[src/hw/rtl/gradient_noise_2d_core_macros.svh]
// Assertion macros for the gradient noise core.
// Included by modules that carry concurrent checks; no other dependencies.
`ifndef GRADIENT_NOISE_2D_CORE_MACROS_SVH
`define GRADIENT_NOISE_2D_CORE_MACROS_SVH
`ifndef SYNTHESIS
`define GN_ASSERT_IMPL(label, clk, rst, ante, cons) \
  label: assert property (@(posedge clk) disable iff (rst) (ante) |-> (cons)) \
    else $error("assertion failed");
`define GN_ASSERT_NEXT(label, clk, rst, ante, cons) \
  label: assert property (@(posedge clk) disable iff (rst) (ante) |=> (cons)) \
    else $error("assertion failed");
`else
`define GN_ASSERT_IMPL(label, clk, rst, ante, cons)
`define GN_ASSERT_NEXT(label, clk, rst, ante, cons)
`endif
`endif

[src/hw/rtl/gn2d_pkg.sv]
// Shared constants, types and helpers for the gradient noise core.
// No dependencies.
`default_nettype none
package gn2d_pkg;
  localparam int FracBits = 16;
  localparam int NoiseW = 19;
  localparam int NStages = 12;
  localparam logic [31:0] C1 = 32'hCC9E2D51;
  localparam logic [31:0] C2 = 32'h1B873593;
  localparam logic [31:0] C3 = 32'hE6546B64;
  localparam logic [31:0] F1 = 32'h85EBCA6B;
  localparam logic [31:0] F2 = 32'hC2B2AE35;
  localparam logic signed [NoiseW-1:0] NoiseMin = -(19'sd262144);
  localparam logic signed [NoiseW-1:0] NoiseMax = 19'sd262143;

  typedef logic [FracBits-1:0] frac_t;
  typedef logic [FracBits:0] wgt_t;
  typedef logic signed [FracBits+2:0] dot_t;

  function automatic logic [31:0] rotl(input logic [31:0] v, input int r);
    rotl = (v << r) | (v >> (32 - r));
  endfunction
endpackage
`default_nettype wire

[src/hw/rtl/gn2d_fade.sv]
// Pipelined quintic fade weight and unsigned fractional offset delay line.
// Depends on gn2d_pkg; every stage advances on en.
`default_nettype none
module gn2d_fade (
  input  wire logic              clk,
  input  wire logic              en,
  input  wire gn2d_pkg::frac_t   t,
  output gn2d_pkg::wgt_t         w,
  output gn2d_pkg::frac_t        t_out
);
  localparam int F = gn2d_pkg::FracBits;
  logic [F+4:0] p;
  logic [2*F+4:0] pt;
  logic [F+4:0] q, q2, q3;
  logic [2*F-1:0] tt;
  logic [F-1:0] s, t1, t2, t3;
  logic [2*F-1:0] st;
  logic [F-1:0] s2;
  logic [2*F+4:0] sq;
  // weight is ready after 7 stages; pad it out to the hash latency
  gn2d_pkg::wgt_t wd [gn2d_pkg::NStages-6];
  gn2d_pkg::frac_t dl [gn2d_pkg::NStages];
  always_ff @(posedge clk) begin
    if (en) begin
      p  <= ((F+5)'(15) << F) - (F+5)'(6 * t);
      t1 <= t;
      pt <= p * t1;
      tt <= t1 * t1;
      t2 <= t1;
      q  <= ((F+5)'(10) << F) - (F+5)'(pt >> F);
      s  <= tt[2*F-1:F];
      t3 <= t2;
      st <= s * t3;
      q2 <= q;
      s2 <= st[2*F-1:F];
      q3 <= q2;
      sq <= s2 * q3;
      wd[0] <= sq[2*F:F];
      for (int i = 1; i < gn2d_pkg::NStages-6; i++) wd[i] <= wd[i-1];
      dl[0] <= t;
      for (int i = 1; i < gn2d_pkg::NStages; i++) dl[i] <= dl[i-1];
    end
  end
  assign w = wd[gn2d_pkg::NStages-7];
  assign t_out = dl[gn2d_pkg::NStages-1];
endmodule
`default_nettype wire

[config.mk]
export PLATFORM = sky130hd
export DESIGN_NAME = gn2d_fade
export DESIGN_NICKNAME = d
export VERILOG_FILES = /design/src/hw/rtl/gradient_noise_2d_core_macros.svh /design/src/hw/rtl/gn2d_pkg.sv /design/src/hw/rtl/gn2d_fade.sv
export SDC_FILE = /design/constraint.sdc
export NUM_CORES = 2
export LEC_CHECK = 0
export BUFFER_PORTS_ARGS = -buffer_cell sky130_fd_sc_hd__buf_2
export CAP_MARGIN = 20
export CORE_MARGIN = 2
export CORE_UTILIZATION = 65
export CTS_BUF_LIST = sky130_fd_sc_hd__clkbuf_2 sky130_fd_sc_hd__clkbuf_4 sky130_fd_sc_hd__clkbuf_8
export DETAILED_ROUTE_END_ITERATION = 10
export GPL_TIMING_DRIVEN = 0
export PLACE_DENSITY = 0.82
export SYNTH_ARGS = -nofsm -noshare
export SYNTH_HDL_FRONTEND = slang
export SYNTH_SLANG_ARGS = --single-unit
export TNS_END_PERCENT = 30
[constraint.sdc]
create_clock -name clk -period 8.8 [get_ports clk]
set_input_delay 0.88 -clock clk [delete_from_list [all_inputs] [get_ports clk]]
set_output_delay 0.88 -clock clk [all_outputs]
set_load 0.005 [all_outputs]
[Word level (Yosys, flattened, before mapping)]
Memory sizes are Yosys's and may differ from the RTL's.
Index checks and enable logic that the tools add are counted.
Cells by class
  add/subtract/negate cells: 2
  $mul: 5
  divide/modulo/power cells: 0
  order comparisons: 0
  equality and inequality tests: 0
  shift operators: 0
  muxes and demuxes: 2
  bitwise operators: 0
  reductions and logical operators: 0
Operators with widths (count)
  $mul 16x16->32: 2
  $mul 21x16->37: 1
  $mul 16x21->33: 1
  $sub 20x19->21 const A: 1
  $sub 20x21->21 const A: 1
  $mul 2x16->18 const A: 1
  $mux 1: 2
Storage, ports and cells
  bits in registers: 298
  latch bits: 0
  RAM bits: 294
  ROM bits: 0
  bits of input ports: 18
  output and inout port bits: 33
  logic and storage cells: 24
  memories kept: 2
Memories
  dl: words 12, bits a word 16, rd ports 12, clocked after memory_dff 0, wr ports 12, RTL line gn2d_fade.sv:22  | gn2d_pkg::frac_t dl [gn2d_pkg::NStages];
  wd: words 6, bits a word 17, rd ports 6, clocked after memory_dff 0, wr ports 6, RTL line gn2d_fade.sv:21  | gn2d_pkg::wgt_t wd [gn2d_pkg::NStages-6];

[Longest topological paths before layout]
  depth in word-level cells: 2
  gate-level depth with buffers: 25
  depth with buffers taken out: 23

[Worst setup path before layout]
OpenSTA, ideal clock, no wires.
  path kind: reg2reg
  start: register t1[10]
  end: register tt[31] (data pin)
  setup time: 0.260 ns
  data arrival time: 6.123 ns
  required time: 8.540 ns
  slack: 2.417 ns
  stages on the path, launching flop included: 22
  path buffers: 2
  period minus slack after synthesis: 6.383 ns
  cells stage by stage: edfxtp_1 -> clkbuf_1 -> clkbuf_1 -> nand2_1 -> fa_1 -> inv_1 -> fa_1 -> fa_1 -> fa_1 -> fa_1 -> inv_1 -> fa_1 -> inv_1 -> ha_1 -> and3_1 -> and3_1 -> o211a_1 -> or3b_2 -> a41o_1 -> a211o_1 -> a21oi_1 -> xnor2_1
Between the ends
  cells in the longest elaborated chain, start to end: 1
Ends and longest elaborated chain
  start, declared: RTL line gn2d_fade.sv:16  | logic [F-1:0] s, t1, t2, t3;
  start signal, assigned: RTL line gn2d_fade.sv:26  | t1 <= t;
  $mul 16x16->32: RTL line gn2d_fade.sv:28  | tt <= t1 * t1;
  end signal, assigned: RTL line gn2d_fade.sv:28
  end, declared: RTL line gn2d_fade.sv:15  | logic [2*F-1:0] tt;
No other way between the ends.
A chain may end at the register's enable or synchronous reset.

[Worst setup path in the final report]
  start: register t1[10]
  end: register tt[26] (data pin)
Same word-level chain as after synthesis.

==> out/metrics.yaml <==
status: "complete, no violations"
place_congestion: 0.991
ys_seq_area_frac: 0.288
syn-num-nets: 5782
finalNetCount: 5917
dr.pass1.iters: 6
synth_edf_count: 477
synth_top_area_share: 0.343
num_rows: 101
min_path_type: "flip-flop to flip-flop"
path_max_fanout: 10
endpoint_kind: "flip-flop"
dieArea_sq_mm: 0.0787
overflow: 0
r2r_slack_ns: 0.78
ys.flop_type: "edfxtp_1"
vias: 31600
holdBufCountCts: 0
worstReg2RegStart: "t1[10]"
final-hold-violation-count: 0
fin_crit_sh: 0.911
ctsResizeCount: 0
wl_per_cell_um: 18.8
rr_endpoint: "tt[26]"
grt_pass1_wl_um: 175000
maxSlewViolCount: 0
synth.distinct_cells: 68
drtIter0Drc: 2063
io-pin-count: 51
dp_hpwl_um: 85900
grt_max_degree: 130
cts_root_buf: "clkbuf_8"
numCtsBuffers: 79
post-route-drc-count: 0
drive_gt1_frac: 0.0470
via_per_inst: 5.56
ys_warn_count: 0
postCtsSetupRepairBufs: 0
period_needed_ns: 8.02
clk_pin_slew_ns: 0.06
grt_pass1_vias: 34100
yosysMostFrequentCell: "inv_1"
timing.fmax_mhz: 125
worstHoldPathCells: 0
global_route.usage.total: 0.288
regArea_sq_mm: 0.0143
synth.avg_cell_area_sq_um: 11.0
rsz0062_at_grt: "false"
setup_ws_ns: 0.784
antenna_left: 0
max-cap-violations: 0
worstPathRequired_ns: 9.23
antenna_found_initial: 2
synth_cells: 4501
die_h_um: 281
yosys-top-cells-area: "fa_1 (34%), edfxtp_1 (29%), ha_1 (10%), inv_1 (7.6%), and2_1 (5.6%)"
synth_seq_cells: 477
slew-limit-headroom: 0.317
die_w_um: 281
arrival_ns: 8.45
hp-start: "wd[0][11]"
io_buffers: 50
routed_wl_um: 107000
core_area_sq_mm: 0.0758
tightest_slew_ns: 1.02
htreeDepth: 3
synth_area_sq_mm: 0.0497
startpoint_type: "flip-flop"
ff2ff_path_depth: 21
clock-sinks: 477
clock_latency_ns: 0.71
syn2layout_area_growth_pct: 6.53
critPathKind: "flip-flop to flip-flop"
async_flop_share: 0
skew_ns: 0.0670
setup_viol: 0
cts_buffer_depth: 3
floorplan.initialDensity: 0.656
multi_input_area_sq_mm: 0.0309
post-place-ws_ns: 0.893
synth_top_cell_by_area: "fa_1"
nFillCells: 5473
tritoncts: "done"
min_to: "wd[1][11]"
synth_top_cells_by_count: "inv_1 (1,003), fa_1 (851), nand2_1 (579)"
tns_ns: 0
## state kept, by name, indices dropped and copies added (netlist names)
register  count
wd          102
pt           21
dl          147
t1           15
q            21
p            18
s2           16
st           16
t2           14
q2           21
t3           15
tt           17
sq           17
s            16
q3           21
## cells by family after synthesis
logic type	count (synthesis)	synth area share
xor+xnor	124	0.0218
flops	477	0.288
simple gates	1216	0.120
mux	2	0.000428
buf+inv	1179	0.0905
fa+ha+maj	1263	0.446
compound gates	240	0.0326
## worst max-delay path: stages (launching register included)
cell,delay (ns)
edfxtp_1,0.52
clkbuf_1,0.74
clkbuf_1,0.63
nand2_1,0.17
fa_1,0.65
inv_1,0.08
fa_1,0.57
fa_1,0.44
fa_1,0.48
fa_1,0.51
inv_1,0.06
fa_1,0.47
inv_1,0.04
ha_1,0.34
and3_1,0.25
and3_1,0.21
o211a_1,0.20
o31a_1,0.37
o31ai_1,0.32
a32oi_1,0.22
a21o_1,0.25
a31o_2,0.26
## final cells by class
class,instances,share of cell area
clock buffers,109,0.0248
multi-input cells,2845,0.583
clock inverters,36,0.00669
inverters,1003,0.0711
diodes,2,0.0000945
well taps,978,0.0231
repair buffers,54,0.00657
flip-flops and latches,477,0.270
plain buffers,176,0.0138
## per-layer routing
layer | track usage | wire (um) | vias to the layer above
met1 | 0.366 | 40800 | 15900
li1 | - | - | 14100
met5 | 0 | 0 | -
met3 | 0.0553 | 8630 | 298
met4 | 0.126 | 5000 | 0
met2 | 0.483 | 52500 | 1248
## placed cells by master, fill, tap and decap left out, drive strengths merged, types with 6 or more instances in the layout
cell type  instances
o21ai             41
nand3             18
ha               412
nor3              24
and3              14
clkbuf           266
clkinv            24
a31oi              6
o21bai             7
nor2b             13
inv             1009
a21oi             64
edfxtp           477
xnor2             80
a211oi            11
nand2            579
or3                9
or2                7
o211ai             9
xor2              44
nor2              64
a21o              34
nor4               8
fa               851
nand4             16
and2             446
buf               73
o21a              11
## through the flow
stage	area, sq um	util	hold WS (ns)	instances
after floorplan	49700	-	0.400	4501
after global placement	51200	0.675	0.400	5529
after detailed placement	51300	0.677	0.405	5533
after CTS	53000	0.698	0.370	5678
after global routing	53000	0.699	0.383	5680
final	53000	0.699	0.379	5680
## how the worst max path moves through the flow
stage                start         to  slack, ns  cells past startpoint
finish              t1[10]     tt[26]       0.78                     21
global route        t1[10]     tt[26]       0.54                     21
CTS                 t1[10]     tt[31]       0.87                     21
detailed placement  t1[10]     tt[31]       0.89                     21
global placement        en  dl[2][50]      -0.13                      1
floorplan           t1[10]     tt[31]       2.42                     21
Power is left out: the tool's default activity adds up to more than one toggle a clock period on the data nets, which glitch-free logic cannot reach.
