<file path="src/hw/rtl/gradient_noise_2d_core_macros.svh">
// Assertion macros for the gradient noise core.
// Included by modules that carry concurrent checks; no other dependencies.
`ifndef GRADIENT_NOISE_2D_CORE_MACROS_SVH
`define GRADIENT_NOISE_2D_CORE_MACROS_SVH
`ifndef SYNTHESIS
`define GN_ASSERT_IMPL(label, clk, rst, ante, cons) \
  label: assert property (@(posedge clk) disable iff (rst) (ante) |-> (cons)) \
    else $error("assertion failed");
`define GN_ASSERT_NEXT(label, clk, rst, ante, cons) \
  label: assert property (@(posedge clk) disable iff (rst) (ante) |=> (cons)) \
    else $error("assertion failed");
`else
`define GN_ASSERT_IMPL(label, clk, rst, ante, cons)
`define GN_ASSERT_NEXT(label, clk, rst, ante, cons)
`endif
`endif

</file>
<file path="src/hw/rtl/gn2d_pkg.sv">
// Shared constants, types and helpers for the gradient noise core.
// No dependencies.
`default_nettype none
package gn2d_pkg;
  localparam int FracBits = 16;
  localparam int NoiseW = 19;
  localparam int NStages = 12;
  localparam logic [31:0] C1 = 32'hCC9E2D51;
  localparam logic [31:0] C2 = 32'h1B873593;
  localparam logic [31:0] C3 = 32'hE6546B64;
  localparam logic [31:0] F1 = 32'h85EBCA6B;
  localparam logic [31:0] F2 = 32'hC2B2AE35;
  localparam logic signed [NoiseW-1:0] NoiseMin = -(19'sd262144);
  localparam logic signed [NoiseW-1:0] NoiseMax = 19'sd262143;

  typedef logic [FracBits-1:0] frac_t;
  typedef logic [FracBits:0] wgt_t;
  typedef logic signed [FracBits+2:0] dot_t;

  function automatic logic [31:0] rotl(input logic [31:0] v, input int r);
    rotl = (v << r) | (v >> (32 - r));
  endfunction
endpackage
`default_nettype wire

</file>
<file path="src/hw/rtl/gn2d_hash.sv">
// Pipelined seeded Murmur3 corner hash, at most two multiplies per stage.
// Depends on gn2d_pkg; every stage advances on en.
`default_nettype none
module gn2d_hash (
  input  wire logic        clk,
  input  wire logic        en,
  input  wire logic [31:0] seed,
  input  wire logic [31:0] x,
  input  wire logic [31:0] y,
  output logic [1:0]       gsel
);
  logic [31:0] s1k, s1y, s2h, s2y, s3h, s3k, s4h, s5h, s6h, s7h, s8h;
  logic [31:0] s9h, s10h, s11h;
  always_ff @(posedge clk) begin
    if (en) begin
      s1k <= x * gn2d_pkg::C1;
      s1y <= y;
      s2h <= seed ^ (gn2d_pkg::rotl(s1k, 15) * gn2d_pkg::C2);
      s2y <= s1y;
      s3h <= gn2d_pkg::rotl(s2h, 13) * 32'd5 + gn2d_pkg::C3;
      s3k <= s2y * gn2d_pkg::C1;
      s4h <= s3h ^ (gn2d_pkg::rotl(s3k, 15) * gn2d_pkg::C2);
      s5h <= gn2d_pkg::rotl(s4h, 13) * 32'd5 + gn2d_pkg::C3;
      s6h <= s5h ^ (s5h >> 16);
      s7h <= s6h * gn2d_pkg::F1;
      s8h <= s7h ^ (s7h >> 13);
      s9h <= s8h * gn2d_pkg::F2;
      s10h <= s9h ^ (s9h >> 16);
      s11h <= s10h;
      gsel <= s11h[1:0];
    end
  end
endmodule
`default_nettype wire

</file>
<file path="config.mk">
export PLATFORM = sky130hd
export DESIGN_NAME = gn2d_hash
export DESIGN_NICKNAME = d
export VERILOG_FILES = /design/src/hw/rtl/gradient_noise_2d_core_macros.svh /design/src/hw/rtl/gn2d_pkg.sv /design/src/hw/rtl/gn2d_hash.sv
export SDC_FILE = /design/constraint.sdc
export NUM_CORES = 2
export LEC_CHECK = 0
export ABC_AREA = 1
export BUFFER_PORTS_ARGS = -buffer_cell sky130_fd_sc_hd__buf_2
export CORE_MARGIN = 2
export CORE_UTILIZATION = 61
export CTS_BUF_LIST = sky130_fd_sc_hd__clkbuf_2
export CTS_CLUSTER_SIZE = 20
export DETAILED_ROUTE_END_ITERATION = 12
export PLACE_DENSITY = 0.93
export SLEW_MARGIN = 25
export SYNTH_ARGS = -nofsm -noshare
export SYNTH_HDL_FRONTEND = slang
export SYNTH_SLANG_ARGS = --single-unit
</file>
<file path="constraint.sdc">
create_clock -name clk -period 6.4 [get_ports clk]
set_input_delay 1.28 -clock clk [delete_from_list [all_inputs] [get_ports clk]]
set_output_delay 1.28 -clock clk [all_outputs]
set_load 0.005 [all_outputs]
</file>
Yosys cells after proc, flatten, opt, wreduce, memory -nomap -nowiden

Cells that the tools add are included.

Flip-flop bits (word level): 376
Latch bits: 0
RAM bits: 0
Bits in read-only memories: 0
Input port bits: 98
Output and inout bits: 2
Word-level logic and storage cells: 34
Memories kept: 0

Add/subtract/negate cells: 2
Multipliers: 8
Divide/modulo/power cells: 0
Magnitude comparators: 0
Equal/unequal tests: 0
Shifts and indexed selects: 0
Muxes and demuxes: 0
Bitwise gates (word level): 9
Reduce and logical (&&, ||, !) cells: 0

Operators by type and width:

| cell                                                | number |
|---|---|
| adder 32 bit, second input constant                 | 2 |
| multiplier 32 x 29 -> 32 bit, second input constant | 2 |
| multiplier 32 x 3 -> 32 bit, second input constant  | 2 |
| multiplier 32 x 31 -> 32 bit, second input constant | 2 |
| bitwise OR 32 x 13 -> 32 bit                        | 2 |
| bitwise OR 32 x 15 -> 32 bit                        | 2 |
| bitwise XOR 32 bit                                  | 2 |
| multiplier 32 x 31 -> 18 bit, second input constant | 1 |
| multiplier 32 x 32 -> 32 bit, second input constant | 1 |
| bitwise XOR 32 x 16 -> 32 bit                       | 1 |
| bitwise XOR 32 x 19 -> 32 bit                       | 1 |
| bitwise XOR 2 bit                                   | 1 |

Logic depth before layout (Yosys ltp)

Depth after elaboration: 3
Mapped depth: 29
Depth with buffers taken out: 29

Worst setup path before layout

Ideal clock, no wire load.

Path type: input to register
Start point: input x[7]
End point: register s1k[26] (data pin)
Library setup time: 262 ps
Arrival: 6085 ps
Data required time: 6138 ps
Path slack: 53 ps
Stages on the path: 20
Path buffers: 0
Path through: ha_1 fa_1 fa_1 inv_1 fa_1 fa_1 inv_1 fa_1 inv_1 fa_1 inv_1 ha_1 ha_1 a21oi_1 o21ai_0 a21oi_1 o21ai_1 a21boi_1 o21ai_1 xor2_1

Cells in the longest elaborated chain, start to end: 1

Ends and longest elaborated chain:

| what                         | line            | text |
|---|---|---|
| start, declared              | gn2d_hash.sv:8  | `input wire logic [31:0] x,` |
| multiplier 32 x 31 -> 32 bit | gn2d_hash.sv:16 | `s1k <= x * gn2d_pkg::C1;` |
| end signal, assigned         | gn2d_hash.sv:16 |  |
| end, declared                | gn2d_hash.sv:12 | `logic [31:0] s1k, s1y, s2h, s2y, s3h, s3k, s4h, s5h, s6h, s7h, s8h;` |

No other way between the ends.
A chain may end at the register's enable or synchronous reset.

Worst setup path after layout

Start point: register s1k[31]
End point: register s2h[31] (data pin)

Cells in the longest elaborated chain, start to end: 3

Ends and longest elaborated chain:

| what                         | line            | text |
|---|---|---|
| bitwise OR 32 x 15 -> 32 bit | gn2d_pkg.sv:21  | `rotl = (v << r) \| (v >> (32 - r));` |
| multiplier 32 x 29 -> 32 bit | gn2d_hash.sv:18 | `s2h <= seed ^ (gn2d_pkg::rotl(s1k, 15) * gn2d_pkg::C2);` |
| bitwise XOR 32 bit           | gn2d_hash.sv:18 |  |
| end signal, assigned         | gn2d_hash.sv:18 |  |
| end, declared                | gn2d_hash.sv:12 |  |

No other way between the ends.

==> run_results.csv <==
group,metric,value,unit
outcome,status,"finished with violations",
outcome,violations,"negative setup slack",
worst_setup_path,startpoint,"s1k[31]",
clock_tree,numCtsBuffers,92,
yosys,synth_compound_area_frac,0.0414,
sta,rsz0062_at_grt,"yes",
die,dieArea,103000,µm²
placement,place_congestion,0.964,
clock_tree,clock_sinks,346,
global_route,grt_pass1_wl,253000,µm
yosys,yosysTopAreaCellShare,0.312,
sta,setup_violations,10,
yosys,synth.area.mux_share,0,
yosys,synth_largest_area_cell,"fa_1",
clock_tree,cts_max_level,3,
sta,fin_skew,0.158,ns
worst_setup_path,timing.rr.end,"s2h[31]",
detailed_routing,routed_wl,165000,µm
worst_setup_path,worstPathArrival,7.64,ns
sta,min_period_over_period,1.05,
detailed_routing,detail_route.first_pass.iterations,8,
hold_path,min_path_type,"input pin to register",
sta,finalWorstSetupSlack,-0.315,ns
global_route,grt_remaining_overflow,0,
detailed_routing,wl_per_cell,20.2,µm
layout,drive_gt1_frac,0.124,
clock_tree,cts_tree,"built",
global_route,grt_pass1_vias,49978,
sta,worstMarginPinSlew,0.929,ns
yosys,yosysSeqAreaShare,0.170,
yosys,synth_cells,6211,
global_route,grt_start_max_net_pins,160,
sta,max-slew-margin-rel,0.380,
die,core_area,99700,µm²
clock_tree,clock_latency,1.21,ns
worst_setup_path,slowest_delay,0.59,ns
placement,hpwl,138000,µm
sta,fmax,149,MHz
worst_setup_path,r2r-start,"s1k[31]",
global_route,grt_use_total,0.316,
job,drv_cap,0,
yosys,yosys_register_bits,346,
die,start_util,0.613,
worst_setup_path,crit_type,"register to register",
clock_tree,cts_max_path_buffers,3,
yosys,netlist-cell-type-count,48,
detailed_routing,vias,45556,
worst_setup_path,crit_slowest_cell,"fa_1",
worst_setup_path,endpoint,"s2h[31]",
worst_setup_path,ff2ff_setup_slack,-0.31,ns
yosys,yosys.area_share.simple,0.0658,
clock_tree,path_clk_slew,0.12,ns
yosys,synth_top_family_by_area,"adder cells",
yosys,synthesis.nets,8393,
sta,maxSlewViolCount,0,
worst_setup_path,worstPathCellList,"buf_6, buf_4, ha_1, ha_1, inv_1, fa_1, inv_1, fa_1, fa_1, fa_1, fa_1, inv_1, fa_1, inv_1, ha_1, a21oi_1, o31ai_1, a21oi_1, buf_4, o21ai_0, a21oi_1, buf_4, nand3b_1, nand2_1",
global_route,antenna_found_initial,10,
yosys,synthAdderAreaFrac,0.543,
layout,area_growth,11.7,%
detailed_routing,postRouteAntennaNets,0,
yosys,synth_xor_area_frac,0.0579,
yosys,synth_warnings,0,
yosys,synthFlopType,"edfxtp_1",
die,rows,116,
yosys,synth.area.top_cells,"fa_1, ha_1, edfxtp_1",
yosys,netlist_area,61200,µm²
layout,n_fill_cell,6730,
worst_setup_path,startpoint_type,"register",
sta,setup_tns,-1.41,ns
detailed_routing,viasPerCell,5.58,
placement,io_buffers,99,
detailed_routing,dr.first_iter.drc_count,3689,
sta,finalHoldViolCount,0,
worst_setup_path,worstPathRequired,7.33,ns
yosys,syn_area_per_cell,9.85,µm²
detailed_routing,drc,0,
die,die_x,321,µm
worst_setup_path,crit_path_end_kind,"register",
worst_setup_path,r2r_cells,24,
yosys,ys_async_sr_fraction,0,
yosys,synth-edff-count,346,
die,die_h,321,µm
die,ios,100,
worst_setup_path,cp_common_cell,"fa_1",
layout,fin_nets,8977,
worst_setup_path,critical_path_peak_fanout,4,
sta,period_needed,6.71,ns
clock_tree,root_buffer,"clkbuf_2",
## synthesized netlist by cell type (28+ instances only)
cell / count
a21o_1: 28
a21oi_1: 192
edfxtp_1: 346
fa_1: 952
ha_1: 1132
inv_1: 1981
nand2_1: 592
nand3_1: 105
nand4_1: 34
nor2_1: 158
o21ai_0: 101
xnor2_1: 131
xor2_1: 273
## worst max-delay path: cells and delay by family (launching register included)
family          cells  cell delay, ns
flops               1            0.56
simple gates        2            0.16
buf+inv             8            1.12
compound gates      5            0.71
fa+ha+maj           9            3.88
## cells in the final DEF, fill, tap and decap left out, drive strengths merged, types with 20 or more instances in the layout
cell    netlist  layout
nor3         24      24
buf           1     493
nand4        34      34
ha         1132    1132
clkinv        0      27
inv        1981    1983
edfxtp      346     346
nand3b       22      22
a21o         28      28
o21ai       118     118
nand3       107     107
a31oi        20      20
o21bai       20      20
fa          952     952
nor2        158     158
nand2       593     593
xor2        273     273
a21oi       197     197
clkbuf        2     123
xnor2       131     131
## metal layers
metal	up-vias	track usage	part of all wire
li1	20263	-	-
met1	22114	0.367	0.36
met2	2341	0.550	0.49
met3	838	0.0548	0.075
met4	0	0.184	0.076
met5	-	0	0
## layout make-up
cell class | instances | area (µm²) | area share
Tap cell | 1298 | 1620 | 0.0238
Timing Repair Buffer | 493 | 3570 | 0.0523
Clock buffer | 123 | 616 | 0.00901
Inverter | 1981 | 7440 | 0.109
Sequential cell | 346 | 10400 | 0.152
Antenna cell | 12 | 30.0 | 0.000440
Multi-Input combinational cell | 3881 | 44300 | 0.649
Clock inverter | 36 | 309 | 0.00452
## how the worst min path moves through the flow
stage / start / endpoint / slack, ns / cells past startpoint
2_1_floorplan: s11h[0] / gsel[0] / 0.40 / 0
3_3_place_gp: s1y[3] / s2y[3] / 0.40 / 0
3_5_place_dp: s1y[17] / s2y[17] / 0.40 / 0
4_1_cts: y[16] / s1y[16] / 0.15 / 1
5_1_grt: y[16] / s1y[16] / 0.16 / 1
6_report: y[4] / s1y[4] / 0.24 / 1
## state kept, by name (all words and copies together), names as in the netlist
name,flops
s6h,31
s1y,32
s3h,32
s11h,2
s8h,18
s5h,32
s10h,2
s3k,32
gsel,2
s7h,31
s1k,32
s2h,32
s2y,32
s4h,32
s9h,4
## logic make-up after synthesis
group,after synthesis
adder cells (fa/ha/maj),2084
XOR/XNOR,404
AO/OA/AOI/OAI,432
flip-flops,346
buffers and inverters,1984
AND/OR/NAND/NOR,961
## metrics by stage
step | utilization | cells | setup slack [ns] | hold slack (ns) | area, µm²
6_report | 0.685 | 8170 | -0.315 | 0.239 | 68300
5_1_grt | 0.685 | 8170 | -0.458 | 0.158 | 68300
4_1_cts | 0.672 | 8105 | -0.0914 | 0.148 | 67000
3_5_place_dp | 0.660 | 7938 | -0.494 | 0.405 | 65800
3_3_place_gp | 0.660 | 7938 | -0.379 | 0.403 | 65800
2_1_floorplan | - | 6211 | 0.0535 | 0.400 | 61200
## what timing repair did
action / CTS / global route
hold buffers: 0 / 0
buffers inserted: 8 / 55
pin swaps: 14 / 83
gates cloned: 0 / 0
gates resized for setup: 49 / 206
hold endpoints to repair: 0 / 0
setup endpoints to repair: 14 / 29
Power is left out: the tool's default activity adds up to more than one toggle a clock period on the data nets, which glitch-free logic cannot reach.
